==> src/hw/rtl/smx_ram.sv <==
`timescale 1ns / 1ps
module smx_ram #(
  parameter int WIDTH = 16,
  parameter int DEPTH = 128
) (
  input  logic                     clk,
  input  logic                     we,
  input  logic [$clog2(DEPTH)-1:0] waddr,
  input  logic [WIDTH-1:0]         wdata,
  input  logic [$clog2(DEPTH)-1:0] raddr,
  output logic [WIDTH-1:0]         rdata
);

  logic [WIDTH-1:0] mem [DEPTH];

  // One write port, one registered read port.
  always_ff @(posedge clk) begin
    if (we) begin
      mem[waddr] <= wdata;
    end
    rdata <= mem[raddr];
  end

endmodule

==> config.mk <==
export PLATFORM = sky130hd
export DESIGN_NAME = smx_ram
export DESIGN_NICKNAME = d
export VERILOG_FILES = /design/src/hw/rtl/smx_ram.sv
export SDC_FILE = /design/constraint.sdc
export NUM_CORES = 2
export LEC_CHECK = 0
export BUFFER_PORTS_ARGS = -buffer_cell sky130_fd_sc_hd__buf_2
export CELL_PAD_IN_SITES_DETAIL_PLACEMENT = 1
export CELL_PAD_IN_SITES_GLOBAL_PLACEMENT = 1
export CORE_ASPECT_RATIO = 1.25
export CORE_MARGIN = 5
export CORE_UTILIZATION = 35
export CTS_BUF_LIST = sky130_fd_sc_hd__clkbuf_4 sky130_fd_sc_hd__clkbuf_8
export CTS_CLUSTER_DIAMETER = 80
export DETAILED_ROUTE_END_ITERATION = 10
export GPL_ROUTABILITY_DRIVEN = 0
export PLACE_DENSITY = 0.52
export SLEW_MARGIN = 20
export SYNTH_ARGS = -nofsm -noshare
export SYNTH_HDL_FRONTEND = slang
export SYNTH_SLANG_ARGS = --single-unit
==> constraint.sdc <==
create_clock -name clk -period 9 [get_ports clk]
set_clock_uncertainty 0.1 [all_clocks]
set_input_delay 1.8 -clock clk [delete_from_list [all_inputs] [get_ports clk]]
set_output_delay 1.8 -clock clk [all_outputs]
set_load 0.01 [all_outputs]
Yosys cells after proc, flatten, opt, wreduce, memory -nomap -nowiden
Memory sizes are Yosys's and may differ from the RTL's. A register that Yosys moved wholly into a read port is not among the register bits.
Index checks and enable logic that the tools add are counted.
- $add $sub $neg: 0
- $mul: 0
- div/mod/pow operators: 0
- magnitude comparators: 0
- eq/ne operators: 0
- shifts and indexed selects: 0
- mux-type cells: 2
- bitwise operators: 0
- reductions and logical operators: 0
- operators with widths (kind ; count):
    $mux W1 ; 2
- bits in registers: 0
- bits in latches: 0
- RAM bits: 2048
- ROM bits: 0
- input port bits: 32
- output and inout port bits: 16
- word-level logic and storage cells: 3
- memories kept: 1
- memory list (memory ; words ; bits a word ; rd ports ; clocked after memory_dff ; wr ports ; line ; source):
    mem ; 128 ; 16 ; 1 ; 1 ; 1 ; 14 ; logic [WIDTH-1:0] mem [DEPTH];

Logic depth before layout (Yosys ltp)
- word-level depth: 2
- gate-level depth with buffers: 7
- depth with buffers taken out: 4

Least setup slack after synthesis
No wires, ideal clock.
- path kind: input port to flip-flop
- start point: input port raddr[0]
- end point: register rdata[0], read port of mem
- setup time: 121 ps
- arrival: 4174 ps
- required time: 8779 ps
- path slack: 4605 ps
- stages: 6
- path buffers: 2
- cell sequence: buf_2 buf_1 mux4_2 mux4_2 mux4_2 mux2_2
- RTL lines (element ; line ; source):
    start, declared ; 10 ; input logic [$clog2(DEPTH)-1:0] raddr,
    end, declared ; 11 ; output logic [WIDTH-1:0] rdata

==> impl_metrics.tcl <==
set metrics [dict create \
    crit_type "input port to flip-flop" \
    hpwl_mm 127 \
    core_area_um2 223000 \
    hp-start "mem[18][12]" \
    holdBufCountCts 0 \
    wl_per_cell_um 33.3 \
    clkTransAtPathRegs_ns 0.06 \
    ys_types 17 \
    ff2ff_path_depth 4 \
    tns_ns 0 \
    seq_area_frac_synth_pct 78.7 \
    postCtsSetupBuffers 0 \
    avgViaCountPerCell 5.35 \
    die_y_um 540 \
    grt_use_total_pct 18.9 \
    syn_nets 3118 \
    yosys-top-cells-area "edfxtp_1 (78%), mux4_2 (19%), nor2_1 (0.58%)" \
    worstPathArrival_ns 5.46 \
    wirelength_mm 221 \
    yosysTopAreaCell "edfxtp_1" \
    drc 0 \
    maxClockFrequency_mhz 210 \
    peakVddDrop_uv 103 \
    cts.htree.levels 5 \
    clockRootBuffer "clkbuf_8" \
    synth_edf_count 2048 \
    critPathCaptureType "flip-flop" \
    cellLeakagePower_nw 27.4 \
    die_area_um2 234000 \
    rsz0062_at_grt "false" \
    synth_seq_cells 2064 \
    clock-sinks 2064 \
    synthFlopType "edfxtp_1" \
    grt_pass1_vias 39100 \
    cts_buffer_depth 4 \
    synth_top_area_share_pct 78.3 \
    crit_path_max_fanout 90 \
    ff2ff_setup_slack_ns 6.34 \
    overflow 0 \
    whs_path_depth 4 \
    drt_iter0_markers 3287 \
    synth_most_common_cell "edfxtp_1" \
    synthArstFlopShare_pct 0 \
    pwr_density_cell_nw_per_um2 219 \
    min_path_type "flip-flop to flip-flop" \
    drv_cap 0 \
    ant_nets 0 \
    slew_viol_final 0 \
    setup_viol 0 \
    grt_antenna_before_repair 24 \
    syn_inst 3086 \
    required_ns 9.71 \
    dpl-instance-area_um2 83300 \
    tightest_slew_ns 1.17 \
    avgSynthCellArea_um2 25.4 \
    synthesis.area_um2 78500 \
    status "finished clean" \
    r2r_end "rdata[5]" \
    portBuffers 47 \
    ioPinCount 48 \
    min_to "rdata[12]" \
    row_count 194 \
    grt_max_degree 104 \
    synth_common_cells "edfxtp_1 (2048), mux4_2 (672), nor2_1 (122)" \
    final_nets 3477 \
    first_pass_iters 5 \
    slew_headroom_pct 22.1 \
    cp-start-kind "input port" \
    fin_crit_sh_pct 52.8 \
    drive_above_1_share_pct 38.2 \
    cts_resized 0 \
    cts_tree "built" \
    fin_area_um2 89700 \
    r2r-start "mem[53][5]" \
    grt_pass1_wl_mm 310 \
    layout_min_cycle_time_ns 4.76 \
    start_util_pct 35.2 \
    cts_made_buffers 325 \
    syn_to_final_growth_pct 14.2 \
    die_width_um 434 \
    fill_cells 20600 \
    hold_viol 0 \
    clk_latency_ns 0.94 \
    via_count 35600 \
    yosysWarnings 0 \
]
==> worst max path at each step <==
stage | startpoint | to | slack, ns | cells past startpoint
3_3_place_gp | raddr[0] | rdata[12] | 3.22 | 6
5_1_grt | raddr[0] | rdata[12] | 4.14 | 6
6_report | raddr[0] | rdata[5] | 4.24 | 6
4_1_cts | raddr[0] | rdata[12] | 4.25 | 6
2_1_floorplan | raddr[0] | rdata[0] | 4.60 | 6
3_5_place_dp | raddr[0] | rdata[12] | 3.21 | 6
==> final cells by class <==
type	instances	area, um^2	area share, %
Multi-Input combinational cell	858	16200	18.1
Timing Repair Buffer	196	1550	1.73
Antenna cell	9	22.5	0.0251
Tap cell	2940	3680	4.10
Clock inverter	136	973	1.09
Clock buffer	438	5410	6.03
Sequential cell	2064	61800	68.9
==> kinds of logic (layout without fill, tap and decap cells) <==
family / count (synthesis) / count (layout) / share of synthesized area (%)
flip-flops: 2064 / 2064 / 78.7
buffers and inverters: 164 / 770 / 0.881
other: 0 / 9 / 0
multiplexers: 688 / 688 / 19.5
AND/OR/NAND/NOR: 170 / 170 / 0.888
==> critical path, stage by stage <==
cell	delay [ns]
buf_8	0.45
buf_12	0.56
mux4_2	0.60
mux4_2	0.66
mux4_2	0.62
mux2_2	0.30
==> cells in the final DEF (no fill, tap or decap), drive strengths merged <==
master,instances
nand2,14
clkinv,107
edfxtp,2048
mux2,16
bufinv,14
nand3,12
diode,9
nor3,9
nor2b,7
inv,4
dfxtp,16
clkbuf,438
mux4,672
nor2,122
nand4,3
nand2b,2
or3,1
buf,196
clkinvlp,11
==> sequential cells by signal, indices dropped and copies added, names as in the netlist <==
register  count
rdata        16
mem        2048
==> where the power goes <==
group / internal [mW] / total (mW) / switching (mW) / leakage (nW)
Clock: 4.30 / 7.96 / 3.66 / 3.34
Sequential: 10.6 / 10.7 / 0.0593 / 18.5
Combinational: 0.383 / 0.999 / 0.616 / 5.52
==> per-stage QoR <==
stage	util (%)	hold WS, ns	instances	setup WS [ns]	power (mW)
final	40.2	1.06	6641	4.24	19.6
after global routing	40.2	1.10	6634	4.14	20.4
after floorplan	-	0.974	3086	4.60	11.4
after detailed placement	37.3	1.06	6058	3.21	11.9
after global placement	37.3	1.06	6058	3.22	11.9
after CTS	40.1	1.07	6632	4.25	19.9
==> routing by layer <==
metal  share of wire [%]  wire length [um]  track usage (%)  vias up
li1                    -                 -                -    14200
met1                  39             87000             23.9    19900
met2                  53            117000             33.6     1076
met3                 5.3             11800             3.26      317
met4                 2.5              5460             5.01        6
met5               0.019                41                0        -
No activity file was read; power rests on OpenSTA's default activity.
