==> src/hw/rtl/smx_pkg.sv <==
`timescale 1ns / 1ps
package smx_pkg;

  // Defaults for the top-level parameters.
  localparam int MAX_LEN_DEF         = 64;
  localparam int EXP_TABLE_DEPTH_DEF = 256;

  // Width of a run length as it travels from front to back (covers the whole MAX_LEN range).
  localparam int LEN_W = 7;

  // log2(e) in Q.16 and ln(2) in Q.32.
  localparam logic [16:0] LOG2E_Q16 = 17'd94548;
  localparam logic [63:0] LN2_Q32   = 64'd2977044472;

  // Reset value of the running maximum.
  localparam logic signed [15:0] LOGIT_MIN = 16'sh8000;

  // Saturation limits of a Q8.16 result.
  localparam logic signed [23:0] VALUE_MAX = 24'sh7FFFFF;
  localparam logic signed [23:0] VALUE_MIN = 24'sh800000;

  // Mode register codes.
  localparam logic MODE_FORWARD  = 1'b0;
  localparam logic MODE_BACKWARD = 1'b1;

  // One closed vector handed from the front to the back.
  typedef struct packed {
    logic [LEN_W-1:0]  len;
    logic signed [15:0] max_logit;
    logic              ovf;
    logic              mode;
    logic              bank;
  } run_desc_t;

  // Sequencer states of the back part.
  typedef enum logic [4:0] {
    B_IDLE,
    B_EXP_RD,
    B_EXP_MUL,
    B_EXP_IDX,
    B_EXP_LUT,
    B_EXP_WR,
    B_DIV_RD,
    B_DIV_START,
    B_DIV_WAIT,
    B_DOT_RD,
    B_DOT_MUL,
    B_DOT_ACC,
    B_DOT_FIN,
    B_OUT_RD,
    B_OUT_DIFF,
    B_OUT_MUL,
    B_OUT_EMIT
  } back_state_t;

  // round(65536 * e^-y) for y in Q.32, by a series up to the y^16 term; used at elaboration only.
  function automatic logic [16:0] exp_table_entry(input logic [63:0] y);
    logic [63:0] sum;
    logic [63:0] term;
    sum  = 64'd1 << 32;
    term = 64'd1 << 32;
    for (int k = 1; k <= 16; k++) begin
      term = ((term * y) >> 32) / 64'(k);
      if (k[0]) begin
        sum = sum - term;
      end else begin
        sum = sum + term;
      end
    end
    return 17'((sum + 64'd32768) >> 16);
  endfunction

endpackage

==> src/hw/rtl/smx_front.sv <==
`timescale 1ns / 1ps
module smx_front
  import smx_pkg::*;
#(
  parameter int MAX_LEN = MAX_LEN_DEF
) (
  input  logic                       clk,
  input  logic                       rst,
  input  logic                       push,
  output logic                       full,
  input  logic signed [15:0]         logit,
  input  logic signed [15:0]         gradient,
  input  logic                       last,
  input  logic                       cfg_write,
  input  logic                       cfg_data,
  output logic                       wr_en,
  output logic [$clog2(MAX_LEN):0]   wr_addr,
  output logic signed [15:0]         wr_logit,
  output logic signed [15:0]         wr_grad,
  output logic                       desc_valid,
  output run_desc_t                  desc,
  input  logic                       desc_pop
);

  localparam int IDX_W = $clog2(MAX_LEN);
  localparam int CNT_W = $clog2(MAX_LEN + 1);

  logic                     mode;
  logic [CNT_W-1:0]         count;
  logic signed [15:0]       run_max;
  logic                     run_ovf;
  logic                     bank;
  run_desc_t                queue [2];
  logic                     q_wr;
  logic                     q_rd;
  logic [1:0]               q_cnt;

  logic                     accept;
  logic                     store;
  logic                     close;
  logic [CNT_W-1:0]         count_new;
  logic signed [15:0]       max_new;
  logic                     ovf_new;

  // Classify the transaction: stored, dropped for capacity, and whether it closes the vector.
  assign full      = q_cnt == 2'd2;
  assign accept    = push && !full;
  assign store     = accept && (count < CNT_W'(MAX_LEN));
  assign close     = accept && last;
  assign count_new = count + CNT_W'(store);
  assign max_new   = (store && (logit > run_max)) ? logit : run_max;
  assign ovf_new   = run_ovf | (accept & !store);

  // Element write into the bank being filled.
  assign wr_en    = store;
  assign wr_addr  = {bank, count[IDX_W-1:0]};
  assign wr_logit = logit;
  assign wr_grad  = gradient;

  // Head of the run queue.
  assign desc_valid = q_cnt != 2'd0;
  assign desc       = queue[q_rd];

  // Mode register.
  always_ff @(posedge clk) begin
    if (rst) begin
      mode <= MODE_FORWARD;
    end else if (cfg_write) begin
      mode <= cfg_data;
    end
  end

  // Running state of the vector being loaded.
  always_ff @(posedge clk) begin
    if (rst) begin
      count   <= '0;
      run_max <= LOGIT_MIN;
      run_ovf <= 1'b0;
      bank    <= 1'b0;
    end else if (close) begin
      count   <= '0;
      run_max <= LOGIT_MIN;
      run_ovf <= 1'b0;
      bank    <= !bank;
    end else if (accept) begin
      count   <= count_new;
      run_max <= max_new;
      run_ovf <= ovf_new;
    end
  end

  // Two-entry run queue; each entry owns one bank of the stores.
  always_ff @(posedge clk) begin
    if (rst) begin
      q_wr  <= 1'b0;
      q_rd  <= 1'b0;
      q_cnt <= '0;
    end else begin
      if (close) begin
        q_wr <= !q_wr;
      end
      if (desc_pop) begin
        q_rd <= !q_rd;
      end
      q_cnt <= q_cnt + 2'(close) - 2'(desc_pop);
    end
  end

  always_ff @(posedge clk) begin
    if (close) begin
      queue[q_wr] <= '{len: LEN_W'(count_new), max_logit: max_new, ovf: ovf_new,
                       mode: mode, bank: bank};
    end
  end

endmodule

==> config.mk <==
export PLATFORM = sky130hd
export DESIGN_NAME = smx_front
export DESIGN_NICKNAME = d
export VERILOG_FILES = /design/src/hw/rtl/smx_pkg.sv /design/src/hw/rtl/smx_front.sv
export SDC_FILE = /design/constraint.sdc
export NUM_CORES = 1
export LEC_CHECK = 0
export ABC_AREA = 1
export BUFFER_PORTS_ARGS = -buffer_cell sky130_fd_sc_hd__buf_2
export CAP_MARGIN = 10
export CORE_MARGIN = 1
export CORE_UTILIZATION = 35
export DETAILED_ROUTE_END_ITERATION = 7
export MAX_ROUTING_LAYER = met4
export PLACE_DENSITY = 0.52
export SYNTH_ARGS = -nofsm -noshare
export SYNTH_HDL_FRONTEND = slang
export SYNTH_SLANG_ARGS = --single-unit
==> constraint.sdc <==
create_clock -name clk -period 3.52 [get_ports clk]
set_input_delay 0.704 -clock clk [delete_from_list [all_inputs] [get_ports clk]]
set_output_delay 0.704 -clock clk [all_outputs]
set_load 0.1 [all_outputs]
# Yosys cells after proc, flatten, opt, wreduce, memory -nomap -nowiden
# Memories as Yosys holds them, arrays and structs flattened. A register that Yosys moved wholly into a read port is not among the register bits.
# Index checks and enable logic that the tools add are counted.
[classes]
bitwise_logic = 2
n_eq_ne = 1
addsub = 3
order_cmp = 2
muxes = 5
n_reduce_logical = 11
[op_table]
columns = ["op", "n"]
rows = [
  ["16-bit greater-than comparator", 1],
  ["16-bit 2-to-1 mux", 1],
  ["7-bit by 1-bit adder with 7-bit output", 1],
  ["7-bit < comparator (second input constant)", 1],
  ["1-bit logical NOT", 5],
  ["1-bit logical AND", 4],
  ["1-bit 2-to-1 mux", 4],
  ["2-bit by 1-bit adder with 2-bit output", 1],
  ["2-bit == test (second input constant)", 1],
  ["2-bit nonzero test", 1],
  ["2-bit OR reduction", 1],
  ["2-bit by 1-bit subtractor with 2-bit output", 1],
  ["1-bit AND", 1],
  ["1-bit OR", 1],
]
[totals]
inputBits = 39
ff_bits = 30
output_inout_bits = 68
memories = 1
word_cells = 33
mem_bits_rw = 52
[mem_list]
columns = ["memory", "depth", "word_bits", "rd", "rd_clocked_by_memory_dff", "write_ports", "line", "source"]
rows = [
  ["queue", 2, 26, 1, 1, 1, "smx_front.sv:33", "run_desc_t queue [2];"],
]

# Longest topological paths before layout
[depth]
ltp_word = 7
ltp_mapped = 15

# Worst setup path before layout
# Ideal clock, no wire load.
[synth_timing]
path_kind = "input-to-reg"
startpoint = "input port push"
endpoint = "register count[6]"
cell_stages = 11
arrival_time_ps = 2598
n_path_buf = 0
slack_ps = 864
required_ps = 3463
path_cell_list = "o21ai_1 -> inv_2 -> nand2_1 -> inv_1 -> ha_1 -> ha_1 -> nand3_1 -> nor2_1 -> xor2_1 -> o21ai_0 -> inv_1"
[synth_via]
elab_chain_len = 3
elab_cells_between_ends = 5
cone_classes = "add/sub (1); reduce/logical (4)"
[synth_rtl]
columns = ["element", "line", "source"]
rows = [
  ["from (decl)", "smx_front.sv:9", "input logic push,"],
  ["1-bit logical AND", "smx_front.sv:47", "assign accept = push && !full;"],
  ["1-bit logical AND", "smx_front.sv:48", "assign store = accept && (count < CNT_W'(MAX_LEN));"],
  ["named net wr_en", "smx_front.sv:16", "output logic wr_en,"],
  ["7-bit by 1-bit adder with 7-bit output", "smx_front.sv:50", "assign count_new = count + CNT_W'(store);"],
  ["named net count_new[6]", "smx_front.sv:41", "logic [CNT_W-1:0] count_new;"],
  ["to (signal assigned)", "smx_front.sv:86", "count <= count_new;"],
  ["to (decl)", "smx_front.sv:29", "logic [CNT_W-1:0] count;"],
]
# The timed path passes the listed nets, and every way through them passes these cells.
# A chain may end at the register's enable or synchronous reset.

# Final worst setup path
[layout_timing]
startpoint = "input port push"
endpoint = "output port wr_en"
[layout_via]
elab_chain_len = 2
[layout_rtl]
columns = ["element", "line"]
rows = [
  ["1-bit logical AND", "smx_front.sv:47"],
  ["1-bit logical AND", "smx_front.sv:48"],
  ["to (decl)", "smx_front.sv:16"],
]
# Every way passes these cells.

==> impl_metrics.csv <==
group,metric,value,unit
run_status,outcome,"finished, final reports clean",
cts,cts_inserted_buffers,9,
routing,routed_wirelength,8.01,mm
synth,synthesis.area,0.00430,mm2
cts,clock_tree.buffer_depth,2,
global_routing,global_route.usage.total,14.0,%
placed_design,portBuffers,74,
synth,synth_top_flop_cell,"sky130_fd_sc_hd__edfxtp_1",
sta,skew,0.00535,ns
placed_design,dpl.hpwl,5.61,mm
layout,fraction_of_final_layout_cells_with_drive_strength_greater_than_1,36.6,%
routing,post-route-drc-count,0,
critical_path,critical_path.startpoint_type,"input port",
routing,drtPass1Iterations,4,
sta,hold_violations,0,
cts,clock_tree.htree_level_count,3,
critical_path,timing_worst_setup_path_type,"input port to output port",
sta,slew-limit-headroom,54.7,%
critical_path,critical_path_peak_fanout,12,
critical_path,critical_path.endpoint_type,"output port",
routing,routed-via-count,2668,
cts,clock_tree.root_cell,"sky130_fd_sc_hd__clkbuf_16",
sta,setup_total_negative_slack,0,ns
cts,cts_resized,0,
worst_hold_path,hold_path_class,"register to register",
power_and_ir_drop,worst_ir_drop_vdd,0.000298,V
sta,finalMaxSlewViolations,0,
synth,postSynthAreaPerCell,10.6,um2
global_routing,grt_first_pass_wirelength,13.3,mm
synth,postSynth.asyncResetShare,0,%
die,die_h,113,um
power_and_ir_drop,power.density_cell_area,661,mW/mm2
layout,final_design_area_no_fill,0.00486,mm2
sta,period_minus_slack,2.57,ns
routing,detailedRoute.firstIterationViolations,150,
power_and_ir_drop,static-leakage-power,2.28,nW
cts,clkTransAtPathRegs,0.06,ns
sta,report.final.setup_viol,0,
critical_path,required_worst_endpoint,2.82,ns
cts,clkSinkCount,83,
die,die_w,113,um
sta,timing.final.crit_share,73.0,%
routing,post_drt_via_cell_ratio,4.44,
die,num_io_pins,107,
sta,fmax,389,MHz
synth,ys.warnings.count,0,
global_routing,maximum_number_of_pins_on_one_net_before_global_route_repair,27,
die,start_util,35.8,%
cts,cts_tree,"yes",
critical_path,critical_path_arrival,1.87,ns
flow_run,total_of_max_cap_violations,0,
synth,post_synth_edffs,52,
sta,grt_setup_unrepaired,"no",
placed_design,detailed_place.area,0.00455,mm2
layout,layout.nets,508,
synth,yosys.cell_types.count,31,
die,floorplan.die_area,0.0127,mm2
global_routing,globalRoute.totalOverflow,0,
synth,yosys_register_bits,83,
sta,worst_slew_pin_slew,0.678,ns
layout,antenna_cells,0,
layout,p_r_area_growth_vs_syn,13.2,%
die,floorplan.core_area,0.0120,mm2
placed_design,finalWeightedCongestion,0.746,
cts,cts.hold.buffers_added,0,
layout,fill_cells,1180,
global_routing,vias_in_the_first_global_route,2674,
synth,synth_sequential_area_ratio,50.8,%
cts,clock_latency_of_the_later_clocked_register_in_the_worst_skew_pair,0.33,ns
die,rows,40,
critical_path,regToRegSetupSlack,1.14,ns
routing,wl_per_cell,13.3,um
synth,post_synthesis_net_count,466,
synth,synth_cells,407,
cts,post_cts.repair.setup_buffers,0,
global_routing,grt_antenna_before_repair,0,
routing,antenna_left,0,
## where the power goes
part,total (mW),internal [mW],switching (mW)
Combinational,1.04,0.233,0.811
Sequential,1.18,1.16,0.0273
Clock,0.989,0.618,0.371
Total,3.22,2.01,1.21
## stage by stage
step                      setup slack, ns  power, mW  std cells  utilization, %  hold slack [ns]
after floorplan                     0.864       2.20        407               -            0.420
after global placement              0.737       2.24        585            37.9            0.435
after detailed placement            0.681       2.26        585            37.9            0.459
after CTS                           0.946       3.25        601            40.5            0.476
after global routing                0.842       3.38        601            40.5            0.479
final                               0.949       3.22        601            40.5            0.470
## sequential cells by signal, indices dropped and copies added, names as in the netlist, named ones only
register  count
q_rd          1
bank          1
q_wr          1
mode          1
run_ovf       1
run_max      16
queue        52
count         7
q_cnt         2
## cell usage in the layout, fill, tap and decap left out, drive strengths merged, types with 9 or more instances in the layout
cell type / Yosys / final
inv: 72 / 73
clkbuf: 2 / 9
dfxtp: 31 / 31
buf: 47 / 80
edfxtp: 52 / 52
nand4: 17 / 17
nor2: 34 / 34
ha: 20 / 20
nand2: 68 / 68
mux2: 26 / 26
a21oi: 12 / 12
## cell type report
| type | count | area (um2) | share of cell area (%) |
|---|---|---|---|
| clock buffer | 9 | 225 | 4.63 |
| inverter | 72 | 270 | 5.56 |
| clock inverter | 7 | 90.1 | 1.85 |
| sequential | 83 | 2180 | 44.9 |
| tap | 147 | 184 | 3.78 |
| multi-input combinational | 203 | 1500 | 30.8 |
| timing repair buffer | 80 | 415 | 8.54 |
## synth_stat cells (5+ instances only)
library cell / count / area [um2]
sky130_fd_sc_hd__nand3_1: 5 / 25.0
sky130_fd_sc_hd__nor2_1: 22 / 82.6
sky130_fd_sc_hd__xor2_1: 7 / 61.3
sky130_fd_sc_hd__nand4_1: 16 / 100
sky130_fd_sc_hd__buf_4: 39 / 293
sky130_fd_sc_hd__buf_2: 6 / 30.0
sky130_fd_sc_hd__inv_1: 70 / 263
sky130_fd_sc_hd__nand2_1: 45 / 169
sky130_fd_sc_hd__nand2_2: 11 / 68.8
sky130_fd_sc_hd__edfxtp_1: 52 / 1560
sky130_fd_sc_hd__nand2_4: 12 / 135
sky130_fd_sc_hd__a21oi_1: 10 / 50.1
sky130_fd_sc_hd__ha_1: 20 / 250
sky130_fd_sc_hd__nor2_2: 10 / 62.6
sky130_fd_sc_hd__o21ai_0: 6 / 30.0
sky130_fd_sc_hd__dfxtp_1: 31 / 621
sky130_fd_sc_hd__mux2_2: 26 / 293
## critical path, cell delays in order
cell                      delay (ns)
sky130_fd_sc_hd__buf_2          0.08
sky130_fd_sc_hd__o21ai_1        0.05
sky130_fd_sc_hd__buf_4          0.18
sky130_fd_sc_hd__inv_2          0.14
sky130_fd_sc_hd__nand2_1        0.13
sky130_fd_sc_hd__inv_1          0.13
sky130_fd_sc_hd__buf_2          0.44
## logic make-up after synthesis
logic type | synth area share, %
AOI/OAI and AO/OA | 3.09
DFF | 50.8
and+or+nand+nor | 17.4
buffers and inverters | 14.5
adders and majority gates | 5.82
xor gates and xnor gates | 1.63
muxes | 6.81
## path summary, 6_finish.rpt
path,start,to,cells after the start
max,push,wr_en,7
min,mode$_SDFFE_PP0P_,queue[0][1]$_DFFE_PP_,0
max reg2reg,run_max[13]$_SDFFE_PP0P_,queue[0][18]$_DFFE_PP_,11
min reg2reg,mode$_SDFFE_PP0P_,queue[0][1]$_DFFE_PP_,0
## metal layers
| metal | up-vias | part of all wire, % | global-route usage (%) |
|---|---|---|---|
| li1 | 1360 | - | - |
| met1 | 1237 | 49 | 17.6 |
| met2 | 55 | 46 | 21.7 |
| met3 | 16 | 3.8 | 3.21 |
| met4 | 0 | 1.6 | 5.69 |
| met5 | - | 0 | - |
No activity file was read; power rests on OpenSTA's default activity.
