--- src/hw/rtl/smx_pkg.sv ---
`timescale 1ns / 1ps
package smx_pkg;

  // Defaults for the top-level parameters.
  localparam int MAX_LEN_DEF         = 64;
  localparam int EXP_TABLE_DEPTH_DEF = 256;

  // Width of a run length as it travels from front to back (covers the whole MAX_LEN range).
  localparam int LEN_W = 7;

  // log2(e) in Q.16 and ln(2) in Q.32.
  localparam logic [16:0] LOG2E_Q16 = 17'd94548;
  localparam logic [63:0] LN2_Q32   = 64'd2977044472;

  // Reset value of the running maximum.
  localparam logic signed [15:0] LOGIT_MIN = 16'sh8000;

  // Saturation limits of a Q8.16 result.
  localparam logic signed [23:0] VALUE_MAX = 24'sh7FFFFF;
  localparam logic signed [23:0] VALUE_MIN = 24'sh800000;

  // Mode register codes.
  localparam logic MODE_FORWARD  = 1'b0;
  localparam logic MODE_BACKWARD = 1'b1;

  // One closed vector handed from the front to the back.
  typedef struct packed {
    logic [LEN_W-1:0]  len;
    logic signed [15:0] max_logit;
    logic              ovf;
    logic              mode;
    logic              bank;
  } run_desc_t;

  // Sequencer states of the back part.
  typedef enum logic [4:0] {
    B_IDLE,
    B_EXP_RD,
    B_EXP_MUL,
    B_EXP_IDX,
    B_EXP_LUT,
    B_EXP_WR,
    B_DIV_RD,
    B_DIV_START,
    B_DIV_WAIT,
    B_DOT_RD,
    B_DOT_MUL,
    B_DOT_ACC,
    B_DOT_FIN,
    B_OUT_RD,
    B_OUT_DIFF,
    B_OUT_MUL,
    B_OUT_EMIT
  } back_state_t;

  // round(65536 * e^-y) for y in Q.32, by a series up to the y^16 term; used at elaboration only.
  function automatic logic [16:0] exp_table_entry(input logic [63:0] y);
    logic [63:0] sum;
    logic [63:0] term;
    sum  = 64'd1 << 32;
    term = 64'd1 << 32;
    for (int k = 1; k <= 16; k++) begin
      term = ((term * y) >> 32) / 64'(k);
      if (k[0]) begin
        sum = sum - term;
      end else begin
        sum = sum + term;
      end
    end
    return 17'((sum + 64'd32768) >> 16);
  endfunction

endpackage

--- src/hw/rtl/smx_div.sv ---
`timescale 1ns / 1ps
module smx_div
  import smx_pkg::*;
(
  input  logic        clk,
  input  logic        rst,
  input  logic        start,
  input  logic [32:0] num,
  input  logic [22:0] den,
  output logic        done,
  output logic [16:0] quot
);

  logic        busy;
  logic [5:0]  step;
  logic [32:0] num_sh;
  logic [22:0] rem;
  logic [23:0] rem_sh;
  logic        fits;

  // Shift in the next numerator bit and try the subtraction.
  assign rem_sh = {rem, num_sh[32]};
  assign fits   = rem_sh >= {1'b0, den};

  // Restoring division, one quotient bit per cycle.
  always_ff @(posedge clk) begin
    if (rst) begin
      busy <= 1'b0;
      done <= 1'b0;
      step <= '0;
    end else begin
      done <= 1'b0;
      if (start) begin
        busy <= 1'b1;
        step <= '0;
      end else if (busy) begin
        step <= step + 6'd1;
        if (step == 6'd32) begin
          busy <= 1'b0;
          done <= 1'b1;
        end
      end
    end
  end

  always_ff @(posedge clk) begin
    if (start) begin
      num_sh <= num;
      rem    <= '0;
      quot   <= '0;
    end else if (busy) begin
      num_sh <= {num_sh[31:0], 1'b0};
      rem    <= fits ? 23'(rem_sh - {1'b0, den}) : rem_sh[22:0];
      quot   <= {quot[15:0], fits};
    end
  end

endmodule

--- config.mk ---
export PLATFORM = sky130hd
export DESIGN_NAME = smx_div
export DESIGN_NICKNAME = d
export VERILOG_FILES = /design/src/hw/rtl/smx_pkg.sv /design/src/hw/rtl/smx_div.sv
export SDC_FILE = /design/constraint.sdc
export NUM_CORES = 1
export LEC_CHECK = 0
export ABC_AREA = 1
export BUFFER_PORTS_ARGS = -buffer_cell sky130_fd_sc_hd__buf_2
export CORE_ASPECT_RATIO = 1.2
export CORE_MARGIN = 3
export CORE_UTILIZATION = 60
export CTS_CLUSTER_DIAMETER = 30
export DETAILED_ROUTE_END_ITERATION = 8
export GPL_TIMING_DRIVEN = 1
export PLACE_DENSITY = 0.95
export SLEW_MARGIN = 40
export SYNTH_ARGS = -nofsm -noshare
export SYNTH_HDL_FRONTEND = slang
export SYNTH_SLANG_ARGS = --single-unit
--- constraint.sdc ---
create_clock -name clk -period 7.1 [get_ports clk]
set_input_delay 0.71 -clock clk [delete_from_list [all_inputs] [get_ports clk]]
set_output_delay 0.71 -clock clk [all_outputs]
set_load 0.02 [all_outputs]
Yosys cells after proc, flatten, opt, wreduce, memory -nomap -nowiden
Index checks and enable logic that the tools add are counted.
- bits of input ports: 59
- output and inout port bits: 18
- bits in registers: 81
- magnitude comparators: 1
- reduce and logical (&&, ||, !) cells: 3
- bitwise gates (word level): 1
- eq/ne operators: 1
- add/subtract/negate cells: 2
- mux-type cells: 7
- operators by type and width (operator ; count):
    2-to-1 mux 33 bit ; 2
    >= comparator 24 x 23 -> 1 bit ; 1
    2-to-1 mux 23 bit ; 1
    subtractor 23 bit ; 1
    adder 6 x 1 -> 6 bit (second input constant) ; 1
    equality test 6 bit (second input constant) ; 1
    2-to-1 mux 1 bit ; 4
    OR reduction 3 bit ; 1
    nonzero test 2 bit ; 1
    OR reduction 2 bit ; 1
    inverter 1 bit ; 1

Logic depth before layout (Yosys ltp)
Gate-level depths: netlist (run 1).
- word-level depth: 4
- depth in mapped cells: 16
- mapped depth without buffers: 16

Worst setup path after synthesis (run 1)
OpenSTA, ideal clock, no wires.
- kind: input-to-reg
- start: in start
- end: reg num_sh[0] (enable)
- data arrival time: 2338 ps
- stages on the path: 4
- buffers on the path: 2
- library setup time: 410 ps
- path slack: 4352 ps
- data required time: 6690 ps
- cells stage by stage: clkbuf_1 -> nor2_1 -> clkinv_1 -> clkbuf_1
- word-level cells in the longest chain between the ends: 1
- ends and longest elaborated chain (element ; RTL line ; RTL):
    from (decl) ; smx_div.sv:7 ; input logic start,
    nonzero test 2 bit (no source line) ; n/a ;
    to (signal assigned) ; smx_div.sv:48 ; num_sh <= num;
    to (signal assigned) ; smx_div.sv:52 ; num_sh <= {num_sh[31:0], 1'b0};
    to (decl) ; smx_div.sv:16 ; logic [32:0] num_sh;
Every way passes these cells.
A chain may end at the register's enable or synchronous reset.

Worst setup path in the final report (run 1)
- start: in den[0]
- end: reg rem[15]
- word-level cells in the longest chain between the ends: 2
- elaborated cells on any way between the ends: 3
- those cells by class: add/sub (1); order compare (1); mux (1)
- ends and longest elaborated chain (element ; RTL line ; RTL):
    from (decl) ; smx_div.sv:9 ; input logic [22:0] den,
    subtractor 23 bit or >= comparator 24 x 23 -> 1 bit (tied branches) ; smx_div.sv:53, smx_div.sv:23 ;
    2-to-1 mux 23 bit (*) ; smx_div.sv:53 ; rem <= fits ? 23'(rem_sh - {1'b0, den}) : rem_sh[22:0];
    to (signal assigned) ; smx_div.sv:53 ;
    to (decl) ; smx_div.sv:17 ; logic [22:0] rem;
Every way passes the cells marked *; elsewhere a longest branch is shown, timed or not.

==> results of run 1 <==
[logic make-up after synthesis]
logic type,after synthesis
AND/OR/NAND/NOR,371
buffers and inverters,136
flip-flops,81
AO/OA/AOI/OAI,75
adder cells (fa/ha/maj),26
XOR/XNOR,10
[routing by layer]
metal / vias up / track usage [%] / wire length, um
met5: - / 0 / 0
met4: 0 / 13.4 / 457
met3: 45 / 4.73 / 888
met2: 210 / 46.6 / 6100
met1: 2090 / 33.9 / 4790
li1: 2333 / - / -
[critical path, delay by kind of cell]
kind	cells	cell delay, ns
simple gates	8	1.08
fa+ha+maj	2	0.65
buf+inv	2	0.18
compound gates	1	0.10
[how the worst max path moves through the flow]
stage	start	endpoint	slack, ns
3_5_place_dp	start	step[4]	4.20
3_3_place_gp	start	num_sh[21]	4.27
6_report	den[0]	rem[15]	4.61
5_1_grt	den[0]	rem[11]	4.44
4_1_cts	start	step[4]	4.51
2_1_floorplan	start	num_sh[0]	4.35
[placed cells by master, fill, tap and decap left out, types with 6 or more instances in the layout]
cell and instances:
xor2_1 6, o21ai_1 13, nand2_2 13, ha_1 25, nand3_1 41, clkbuf_8 10
buf_2 76, nand2_1 249, a21oi_1 23, nor2_1 43, edfxtp_1 33, o22ai_1 14
o21ai_0 17, inv_1 111, dfxtp_1 48, nor3_1 8
[state kept, by name, summed over array words and instances (netlist names)]
signal  flops
quot       17
num_sh     33
done        1
rem        23
step        6
busy        1
[per-stage QoR]
step                hold WS, ns  cells  util [%]
floorplan                 0.445    699         -
global placement          0.452    849      67.7
detailed placement        0.467    849      67.7
CTS                       0.489    865      70.9
global route              0.515    865      70.9
finish                    0.490    865      70.9
[final cells by class]
cell class	count	area, um2	area share [%]
Multi-Input combinational cell	482	2410	43.4
Sequential cell	81	1950	35.1
Inverter	118	445	8.01
Timing Repair Buffer	76	380	6.84
Clock buffer	10	138	2.48
Tap cell	92	115	2.07
Clock inverter	6	114	2.05
[power groups by stage]
stage	combinational [uW]	clock, uW	sequential [uW]
global route	124	435	521
finish	110	416	519
CTS	110	418	519
floorplan	72.6	0	526
global placement	102	0	528
detailed placement	108	0	529
==> summary.md, run 1 <==
| Metric | Value |
|---|---|
| WP data arrival | 2.73 ns |
| Max Freq | 402 MHz |
| Most numerous cell in the Yosys netlist | nand2_1 |
| Port bufs | 76 |
| Clock Tree Root | clkbuf_8 |
| Crit path time final | 2.49 ns |
| Int Power | 793 uW |
| Initial core utilization | 62.6% |
| Largest family of logic cells by synthesized area | simple AND/OR/NAND/NOR gates |
| Final worst setup slack | 4.61 ns |
| Share of power burned in registers | 49.6% |
| Cts bufs inserted | 9 |
| Critical path class | in2reg |
| Vias | 4678 |
| R2R cell count | 14 |
| Status | finished, final reports clean |
| Worst hold path startpoint | quot[16] |
| Worst R2R End | rem[22] |
| Synth Warn # | 0 |
| Slowest Stage Delay on Critical Path | 0.42 ns |
| Mapped Cells | 699 |
| Endpoints failing hold | 0 |
| Mapped cell area | 4910 um2 |
| Die area | 9310 um2 |
| Pleak | 0.00288 uW |
| Nets@finish | 853 |
| Vias per cell | 5.41 |
| CP required | 7.34 ns |
| Sink Count | 81 |
| Post-Syn Nets | 784 |
| Sequential area share after synthesis | 39.7% |
| Mean Syn Cell Area | 7.03 um2 |
| Clk slew on worst S/H paths | 0.08 ns |
| Place WS | 4.20 ns |
| Top FF cell, synth | dfxtp_1 |
| Placed Area | 5310 um2 |
| Top cell type's share of synthesized area | 20.2% |
| Cells along the critical path | buf_2 -> ha_1 -> fa_1 -> inv_1 -> nand2_1 -> nand2_1 -> nand3_1 -> nand2_2 -> nand2_2 -> nand4_4 -> nand2_1 -> nor2_1 -> o21ai_1 |
| Worst VDD drop | 0.000195 V |
| CTS resizes | 0 |
| Vias in the first global route | 4682 |
| CORE AREA | 7840 um2 |
| Fillcell total | 624 |
| Final Wtd Congestion | 0.968 |
| CP most frequent cell | nand2_1 |
| I/O pins | 77 |
| Detailed Route WL | 12200 um |
| Hold Path End | quot[16] |
| Final Cell Area | 5560 um2 |
| # DRC | 0 |
| Fin crit share | 35.0% |
| Synth Area in Compound Gates | 8.69% |
| DRT Pass-1 Iters | 6 |
| Setup TNS Final | 0 ns |
| RSZ-0062 raised after global routing | false |
| First-pass GRT wire length | 20500 um |
| Largest net degree at the start of global routing | 61 |
| CP Capture Type | flip-flop |
| Die Span Y | 105 um |
| Largest cells by area after synthesis | edfxtp_1 (20%), dfxtp_1 (20%), nand2_1 (19%), inv_1 (8.5%), ha_1 (6.4%) |
| Logic pwr share | 10.5% |
| Worst min-delay path category | reg2reg |
| Post-synth EDFFs | 33 |
| Synth Area in Simple Gates | 31.9% |
| Actual slew at the worst max-slew pin | 0.807 ns |
| Number of max-cap violations | 0 |
| FP Rows | 35 |
| Count of different cell masters after synthesis | 35 |
| Worst-path fanout max | 31 |
| FF-to-FF setup slack | 4.67 ns |
| TritonCTS clock tree | done |
| Postcts setup bufs | 0 |
| XOR/XNOR Fraction of Synth Area | 1.78% |
| Sw Ratio | 24.1% |
| Post-Synth Adder-Cell Area | 6.78% |
| Final setup vio count | 0 |
| Clock Path Buffers | 2 |
| GRT Total Usage | 27.8% |
| Die width | 88.6 um |
| Gr ovfl total | 0 |
| Hold depth | 2 |
| RR Startpoint | num_sh[32] |
| Routed Antenna Nets | 0 |
| H-tree levels | 3 |
| Worst-Skew Late Latency | 0.36 ns |
| Pwr Total | 1050 uW |
| Switching pwr | 252 uW |
| Routed WL per cell | 14.1 um |
| Number of synthesized register bits | 81 |
| Share of cells above drive strength 1 | 16.3% |
| Post-synth ARST share | 0% |
| Max-slew violations | 0 |
| N_diodes | 0 |
| Synth-to-Final Area Change | 13.2% |
| CP Launch Type | primary input |
| Clock power frac | 39.8% |
| Synth top cells by count | nand2_1 (249), inv_1 (111), dfxtp_1 (48) |
| Initial antenna violation count | 0 |
| Detailed Place HPWL | 8890 um |
| Area leader, netlist | edfxtp_1 |
| Critical path's slowest cell | fa_1 |
| Worst relative slew slack | 46.0% |
| Post-Route Skew | 0.00672 ns |
| Mux share of post-synthesis cell area | 0% |
| P per Cell Area | 188 nW/um2 |
| Drt first-iter violations | 294 |
| CTS Hold Bufs | 0 |
No activity file was read; power rests on OpenSTA's default activity.
==> inputs of run 2 (changes only) <==
--- a/config.mk
+++ b/config.mk
@@ -5,15 +5,15 @@
 export SDC_FILE = /design/constraint.sdc
 export NUM_CORES = 1
 export LEC_CHECK = 0
-export ABC_AREA = 1
+export ABC_AREA = 0
 export BUFFER_PORTS_ARGS = -buffer_cell sky130_fd_sc_hd__buf_2
 export CORE_ASPECT_RATIO = 1.2
 export CORE_MARGIN = 3
-export CORE_UTILIZATION = 60
+export CORE_UTILIZATION = 51
 export CTS_CLUSTER_DIAMETER = 30
 export DETAILED_ROUTE_END_ITERATION = 8
 export GPL_TIMING_DRIVEN = 1
-export PLACE_DENSITY = 0.95
+export PLACE_DENSITY = 0.87
 export SLEW_MARGIN = 40
 export SYNTH_ARGS = -nofsm -noshare
 export SYNTH_HDL_FRONTEND = slang
==> constraint.sdc (replaced) <==
create_clock -name clk -period 2.19 [get_ports clk]
set_input_delay 0.219 -clock clk [delete_from_list [all_inputs] [get_ports clk]]
set_output_delay 0.219 -clock clk [all_outputs]
set_load 0.02 [all_outputs]
==> run 2 against run 1 <==
  * The flow now finishes with violations (setup timing)
  * Worst hold slack worse by 0.48 ns
  * Synthesized area down 6.5%
  * Setup slack got worse by 5.1 ns
  * Core utilization fell by 0.50 points
  * Critical path type is now reg2reg
  * Largest cell class unchanged
  * Largest power group unchanged
==> summary.md, run 2 <==
| Metric | Value |
|---|---|
| Status | finished with violations |
| Failing checks | setup timing |
| Die area | 10200 um2 |
| Largest cells by area after synthesis | edfxtp_1 (22%), dfxtp_1 (21%), mux2_2 (7.9%), ha_1 (6.8%), mux2i_1 (4.6%) |
| CORE AREA | 8660 um2 |
| Mapped cell area | 4590 um2 |
| Sw Ratio | 30.2% |
| Routed WL per cell | 16.7 um |
| DRT Pass-1 Iters | 5 |
| Pwr Total | 3930 uW |
| Area of the multi-input gates | 2580 um2 |
| Clock Path Buffers | 2 |
| Max reg flops | 33 |
| Critical path's slowest cell | edfxtp_1 |
| Clk slew on worst S/H paths | 0.09 ns |
| FP Rows | 37 |
| Drt first-iter violations | 333 |
| Die Span Y | 110 um |
| Port bufs | 76 |
| Most common cell after layout, fill and taps aside | buf_4 |
| Final worst setup slack | -0.450 ns |
| Logic pwr share | 26.9% |
| Fin crit share | 121% |
| Worst relative slew slack | 64.0% |
| Gr ovfl total | 0 |
| Post-synth EDFFs | 33 |
| Crit path time final | 2.64 ns |
| Synth-to-Final Area Change | 32.8% |
| Synth top cells by count | nor2_1 (53), dfxtp_1 (48), nand2_1 (47) |
| Cts bufs inserted | 9 |
| Sequential area share after synthesis | 42.5% |
| Most frequent cells in the layout | buf_4 (83), buf_2 (76), nor2_1 (52) |
| Vias per cell | 5.72 |
| Initial antenna violation count | 0 |
| Pleak | 0.00274 uW |
| Number of synthesized register bits | 81 |
| Count of different cell masters after synthesis | 59 |
| CTS Hold Bufs | 0 |
| CP Launch Type | flip-flop |
| Slowest Stage Delay on Critical Path | 0.37 ns |
| I/O pins | 77 |
| Initial core utilization | 53.0% |
| RSZ-0062 raised after global routing | true |
| Share of cells above drive strength 1 | 39.7% |
| Top FF cell, synth | dfxtp_1 |
| CP most frequent cell | o31a_1 |
| # DRC | 0 |
| H-tree levels | 3 |
| Sink Count | 81 |
| CP Capture Type | flip-flop |
| WP data arrival | 2.89 ns |
| Die width | 92.6 um |
| Worst-Skew Late Latency | 0.37 ns |
| Max-slew violations | 0 |
| Critical path class | reg2reg |
| Largest net degree at the start of global routing | 75 |
| Clock power frac | 28.8% |
| First-pass GRT wire length | 19800 um |
| Detailed Place HPWL | 8140 um |
| Switching pwr | 1190 uW |
| P per Cell Area | 645 nW/um2 |
| N_diodes | 0 |
| Final Wtd Congestion | 0.969 |
| FF-to-FF setup slack | -0.45 ns |
| Vias in the first global route | 4340 |
| Most numerous cell in the Yosys netlist | nor2_1 |
| Hold slack | 0.0138 ns |
| Int Power | 2740 uW |
| Nets@finish | 715 |
| Endpoints failing hold | 0 |
| Top cell type's share of synthesized area | 21.6% |
| Routed Antenna Nets | 0 |
| Placed Area | 5620 um2 |
| Mean Syn Cell Area | 9.66 um2 |
| Largest Register | num_sh |
| Area leader, netlist | edfxtp_1 |
| Post-Syn Nets | 560 |
| Synth Warn # | 0 |
| Worst VDD drop | 0.000508 V |
| Final Cell Area | 6100 um2 |
| Register area | 1950 um2 |
| Detailed Route WL | 12600 um |
| CP required | 2.44 ns |
| GRT Total Usage | 24.5% |
| Top Registers | num_sh x33, rem x23, quot x17 |
| Crit path buf inv count | 2 |
| Cell family with most CP delay | compound AO/OA/AOI/OAI gates |
| Post-synth ARST share | 0% |
| Clock Tree Root | clkbuf_8 |
| Actual slew at the worst max-slew pin | 0.541 ns |
| Mapped Cells | 475 |
| Max Freq | 379 MHz |
| Fillcell total | 603 |
| Worst-path fanout max | 8 |
| TritonCTS clock tree | done |
| Final setup vio count | 24 |
| Number of max-cap violations | 0 |
| Post-Route Skew | 0.0131 ns |
| Worst min-delay path category | in2reg |
| Cells along the critical path | inv_2 -> ha_4 -> fa_2 -> nor2b_2 -> o31a_1 -> o41ai_2 -> o31a_1 -> a21oi_4 -> buf_6 -> nand2_1 -> a311oi_2 |
| Vias | 4300 |
| Share of power burned in registers | 44.3% |
==> run 2: final cells by class <==
class                      instances  share of cell area [%]
clock buffer                       9                    2.03
clock inverter                     7                    1.27
inverter                          35                    2.16
multi-input combinational        338                    42.4
sequential                        81                    32.0
tap                              117                    2.40
timing repair buffer             165                    17.7
==> run 2: power groups by stage <==
stage | Clock (uW) | Sequential, uW | Combinational (uW)
finish | 1130 | 1740 | 1060
global route | 1210 | 1750 | 1150
CTS | 1150 | 1740 | 970
detailed placement | 0 | 1770 | 907
global placement | 0 | 1760 | 876
floorplan | 0 | 1760 | 573
==> run 2: what timing repair did <==
item / in CTS / in global routing
pin swaps: 21 / 11
setup buffers: 6 / 3
hold endpoints to repair: 0 / 0
resized for setup: 26 / 21
setup endpoints to repair: 24 / 24
==> run 2: cell families after synthesis <==
| logic type | synth area share [%] |
|---|---|
| muxes | 12.4 |
| DFF | 42.5 |
| buffers and inverters | 5.37 |
| adders and majority gates | 7.25 |
| and+or+nand+nor | 13.2 |
| AOI/OAI and AO/OA | 15.2 |
| xor gates and xnor gates | 4.01 |
==> run 2: metrics by stage <==
stage,utilization (%),std cells,TNS (ns),setup slack (ns)
6_report,70.4,752,-8.59,-0.450
5_1_grt,70.4,752,-11.41,-0.548
4_1_cts,69.0,749,-8.40,-0.413
3_5_place_dp,64.9,727,-9.24,-0.435
3_3_place_gp,64.9,727,-6.50,-0.315
2_1_floorplan,-,475,-3.44,-0.181
==> run 2: worst paths after layout <==
path / startpoint / end / depth (start not counted)
max: num_sh[32] / rem[16] / 11
min: rst / busy / 2
max reg2reg: num_sh[32] / rem[16] / 11
min reg2reg: step[5] / done / 2
==> run 2: metal layers <==
metal	wire length, um	vias to the layer above	track usage, %
met5	0	-	0
met4	510	0	14.2
met3	780	57	6.09
met2	6420	182	42.0
met1	4840	2038	27.7
li1	-	2023	-
==> inputs of run 3 (changes only) <==
--- a/config.mk
+++ b/config.mk
@@ -14,6 +14,7 @@
 export DETAILED_ROUTE_END_ITERATION = 8
 export GPL_TIMING_DRIVEN = 1
 export PLACE_DENSITY = 0.87
+export REMOVE_ABC_BUFFERS = 1
 export SLEW_MARGIN = 40
 export SYNTH_ARGS = -nofsm -noshare
 export SYNTH_HDL_FRONTEND = slang
==> run 3 against run 2 <==
  * The run still ends with setup timing left
  * Die area stayed put
  * Setup slack got worse by 0.091 ns
  * Via count is 1.5% higher
  * Sequential share of layout area shrank 0.62 points
  * Critical path type unchanged
  * Critical endpoint is now rem[0]
  * Cell count is 0.40% higher
  * Clock skew rose by 0.0046 ns
  * First-iteration DRC count rose by 16%
  * Worst hold slack gained 0.0017 ns
  * Power down 1.3%
  * Largest cell class unchanged
  * Critical path depth unchanged
  * Sequential cell count unchanged
==> summary.md, run 3 (synthesis results as in run 2) <==
| Metric | Value |
|---|---|
| P per Cell Area | 624 nW/um2 |
| Layout Utilization | 71.8% |
| Worst-Skew Late Latency | 0.37 ns |
| Die width | 92.6 um |
| Endpoints failing hold | 0 |
| Placed Area | 5630 um2 |
| Detailed Route WL | 13500 um |
| Clock Tree Root | clkbuf_8 |
| Number of max-cap violations | 0 |
| Detailed Place HPWL | 8740 um |
| Actual slew at the worst max-slew pin | 0.475 ns |
| Worst relative slew slack | 68.3% |
| Max reg flops | 33 |
| Place WS | -0.521 ns |
| Gr ovfl total | 0 |
| WP data arrival | 2.99 ns |
| Initial antenna violation count | 0 |
| Die Span Y | 110 um |
| Fin crit share | 125% |
| Vias per cell | 5.78 |
| Fillcell total | 612 |
| Die area | 10200 um2 |
| Failing checks | setup timing |
| CP Launch Type | flip-flop |
| Setup TNS Final | -10.65 ns |
| Critical path class | reg2reg |
| Cell family with most CP delay | compound AO/OA/AOI/OAI gates |
| Crit path buf inv count | 3 |
| Initial core utilization | 53.0% |
| Routed Antenna Nets | 0 |
| N_diodes | 0 |
| Worst min-delay path category | in2reg |
| Slowest Stage Delay on Critical Path | 0.53 ns |
| DRT Pass-1 Iters | 4 |
| Post-Route Skew | 0.0177 ns |
| RSZ-0062 raised after global routing | true |
| Final worst setup slack | -0.540 ns |
| Max-slew violations | 0 |
| CTS Hold Bufs | 0 |
| Synth-to-Final Area Change | 35.4% |
| Routed WL per cell | 17.9 um |
| Vias in the first global route | 4365 |
| Top Registers | num_sh x33, rem x23, quot x17 |
| # DRC | 0 |
| I/O pins | 77 |
| CORE AREA | 8660 um2 |
| Largest net degree at the start of global routing | 39 |
| Most common cell after layout, fill and taps aside | buf_4 |
| Final cell count without fillers | 755 |
| Cells along the critical path | ha_1 -> buf_4 -> nand3_1 -> or4_1 -> o21ai_1 -> nor2_1 -> a21oi_4 -> buf_6 -> buf_12 -> o21ai_0 -> a211oi_1 |
| Largest Register | num_sh |
| Share of cells above drive strength 1 | 41.1% |
| DP Cell Count | 730 |
| Clock Path Buffers | 2 |
| Worst-path fanout max | 6 |
| Status | finished with violations |
| Port bufs | 76 |
| Final Cell Area | 6220 um2 |
| CP required | 2.45 ns |
| Cts bufs inserted | 9 |
| GRT Total Usage | 24.6% |
| Final Wtd Congestion | 0.984 |
| Crit path time final | 2.73 ns |
| Sink Count | 81 |
| Clk slew on worst S/H paths | 0.09 ns |
| Vias | 4366 |
| Most frequent cells in the layout | buf_4 (83), buf_2 (76), nor2_1 (53) |
| Pleak | 0.00278 uW |
| H-tree levels | 3 |
| First-pass GRT wire length | 19500 um |
| Critical path's slowest cell | or4_1 |
| FP Rows | 37 |
| Drt first-iter violations | 385 |
| CP Capture Type | flip-flop |
| Nets@finish | 718 |
| Area of the multi-input gates | 2680 um2 |
| Max Freq | 366 MHz |
| TritonCTS clock tree | done |
| Final setup vio count | 24 |
| Register area | 1950 um2 |
| Worst VDD drop | 0.000478 V |
==> run 3: cell count changes in the layout (fill, tap and decap cells not counted), sizes merged <==
cell	previous run	this run
buf	165	168
clkinvlp	2	1
bufinv	1	0
inv	37	35
clkbuf	9	13
==> run 3: layout make-up <==
cell class,count,area share [%]
flip-flops and latches,81,31.4
well taps,117,2.36
inverters,35,2.23
clock buffers,13,2.40
clock inverters,3,0.282
repair buffers,168,18.3
multi-input cells,338,43.1
==> run 3: final timing paths <==
kind / startpoint / to / cells past startpoint / slack [ns]
worst max-delay path: rem[1] / rem[0] / 11 / -0.54
worst min-delay path: rst / busy / 2 / 0.02
worst max register to register: rem[1] / rem[0] / 11 / -0.54
worst min register to register: step[5] / done / 2 / 0.48
==> run 3: layer usage <==
layer  up-vias  wire [um]  GRT usage, %
met5         -          0             0
met2       238       6840          44.0
met4         0        595          15.2
met1      2043       5080          25.9
met3        67        962          6.16
li1       2018          -             -
==> run 3: power breakdown <==
| group | switching, uW | total, uW | leakage (uW) | internal [uW] |
|---|---|---|---|---|
| Sequential | 48.3 | 1740 | 0.000723 | 1690 |
| Clock | 549 | 990 | 0.0000834 | 441 |
| Combinational | 603 | 1150 | 0.00198 | 550 |
==> run 3: timing repair <==
item,in CTS,in global routing
pin swaps,12,26
gates resized for setup,25,49
buffers inserted,5,4
endpoints found under the setup margin,24,24
==> run 3: through the flow <==
stage	hold slack [ns]	power, uW
final	0.0155	3880
after detailed placement	0.395	2690
after global routing	0.0118	4020
after global placement	0.386	2650
after CTS	0.00636	3710
after floorplan	0.288	2290
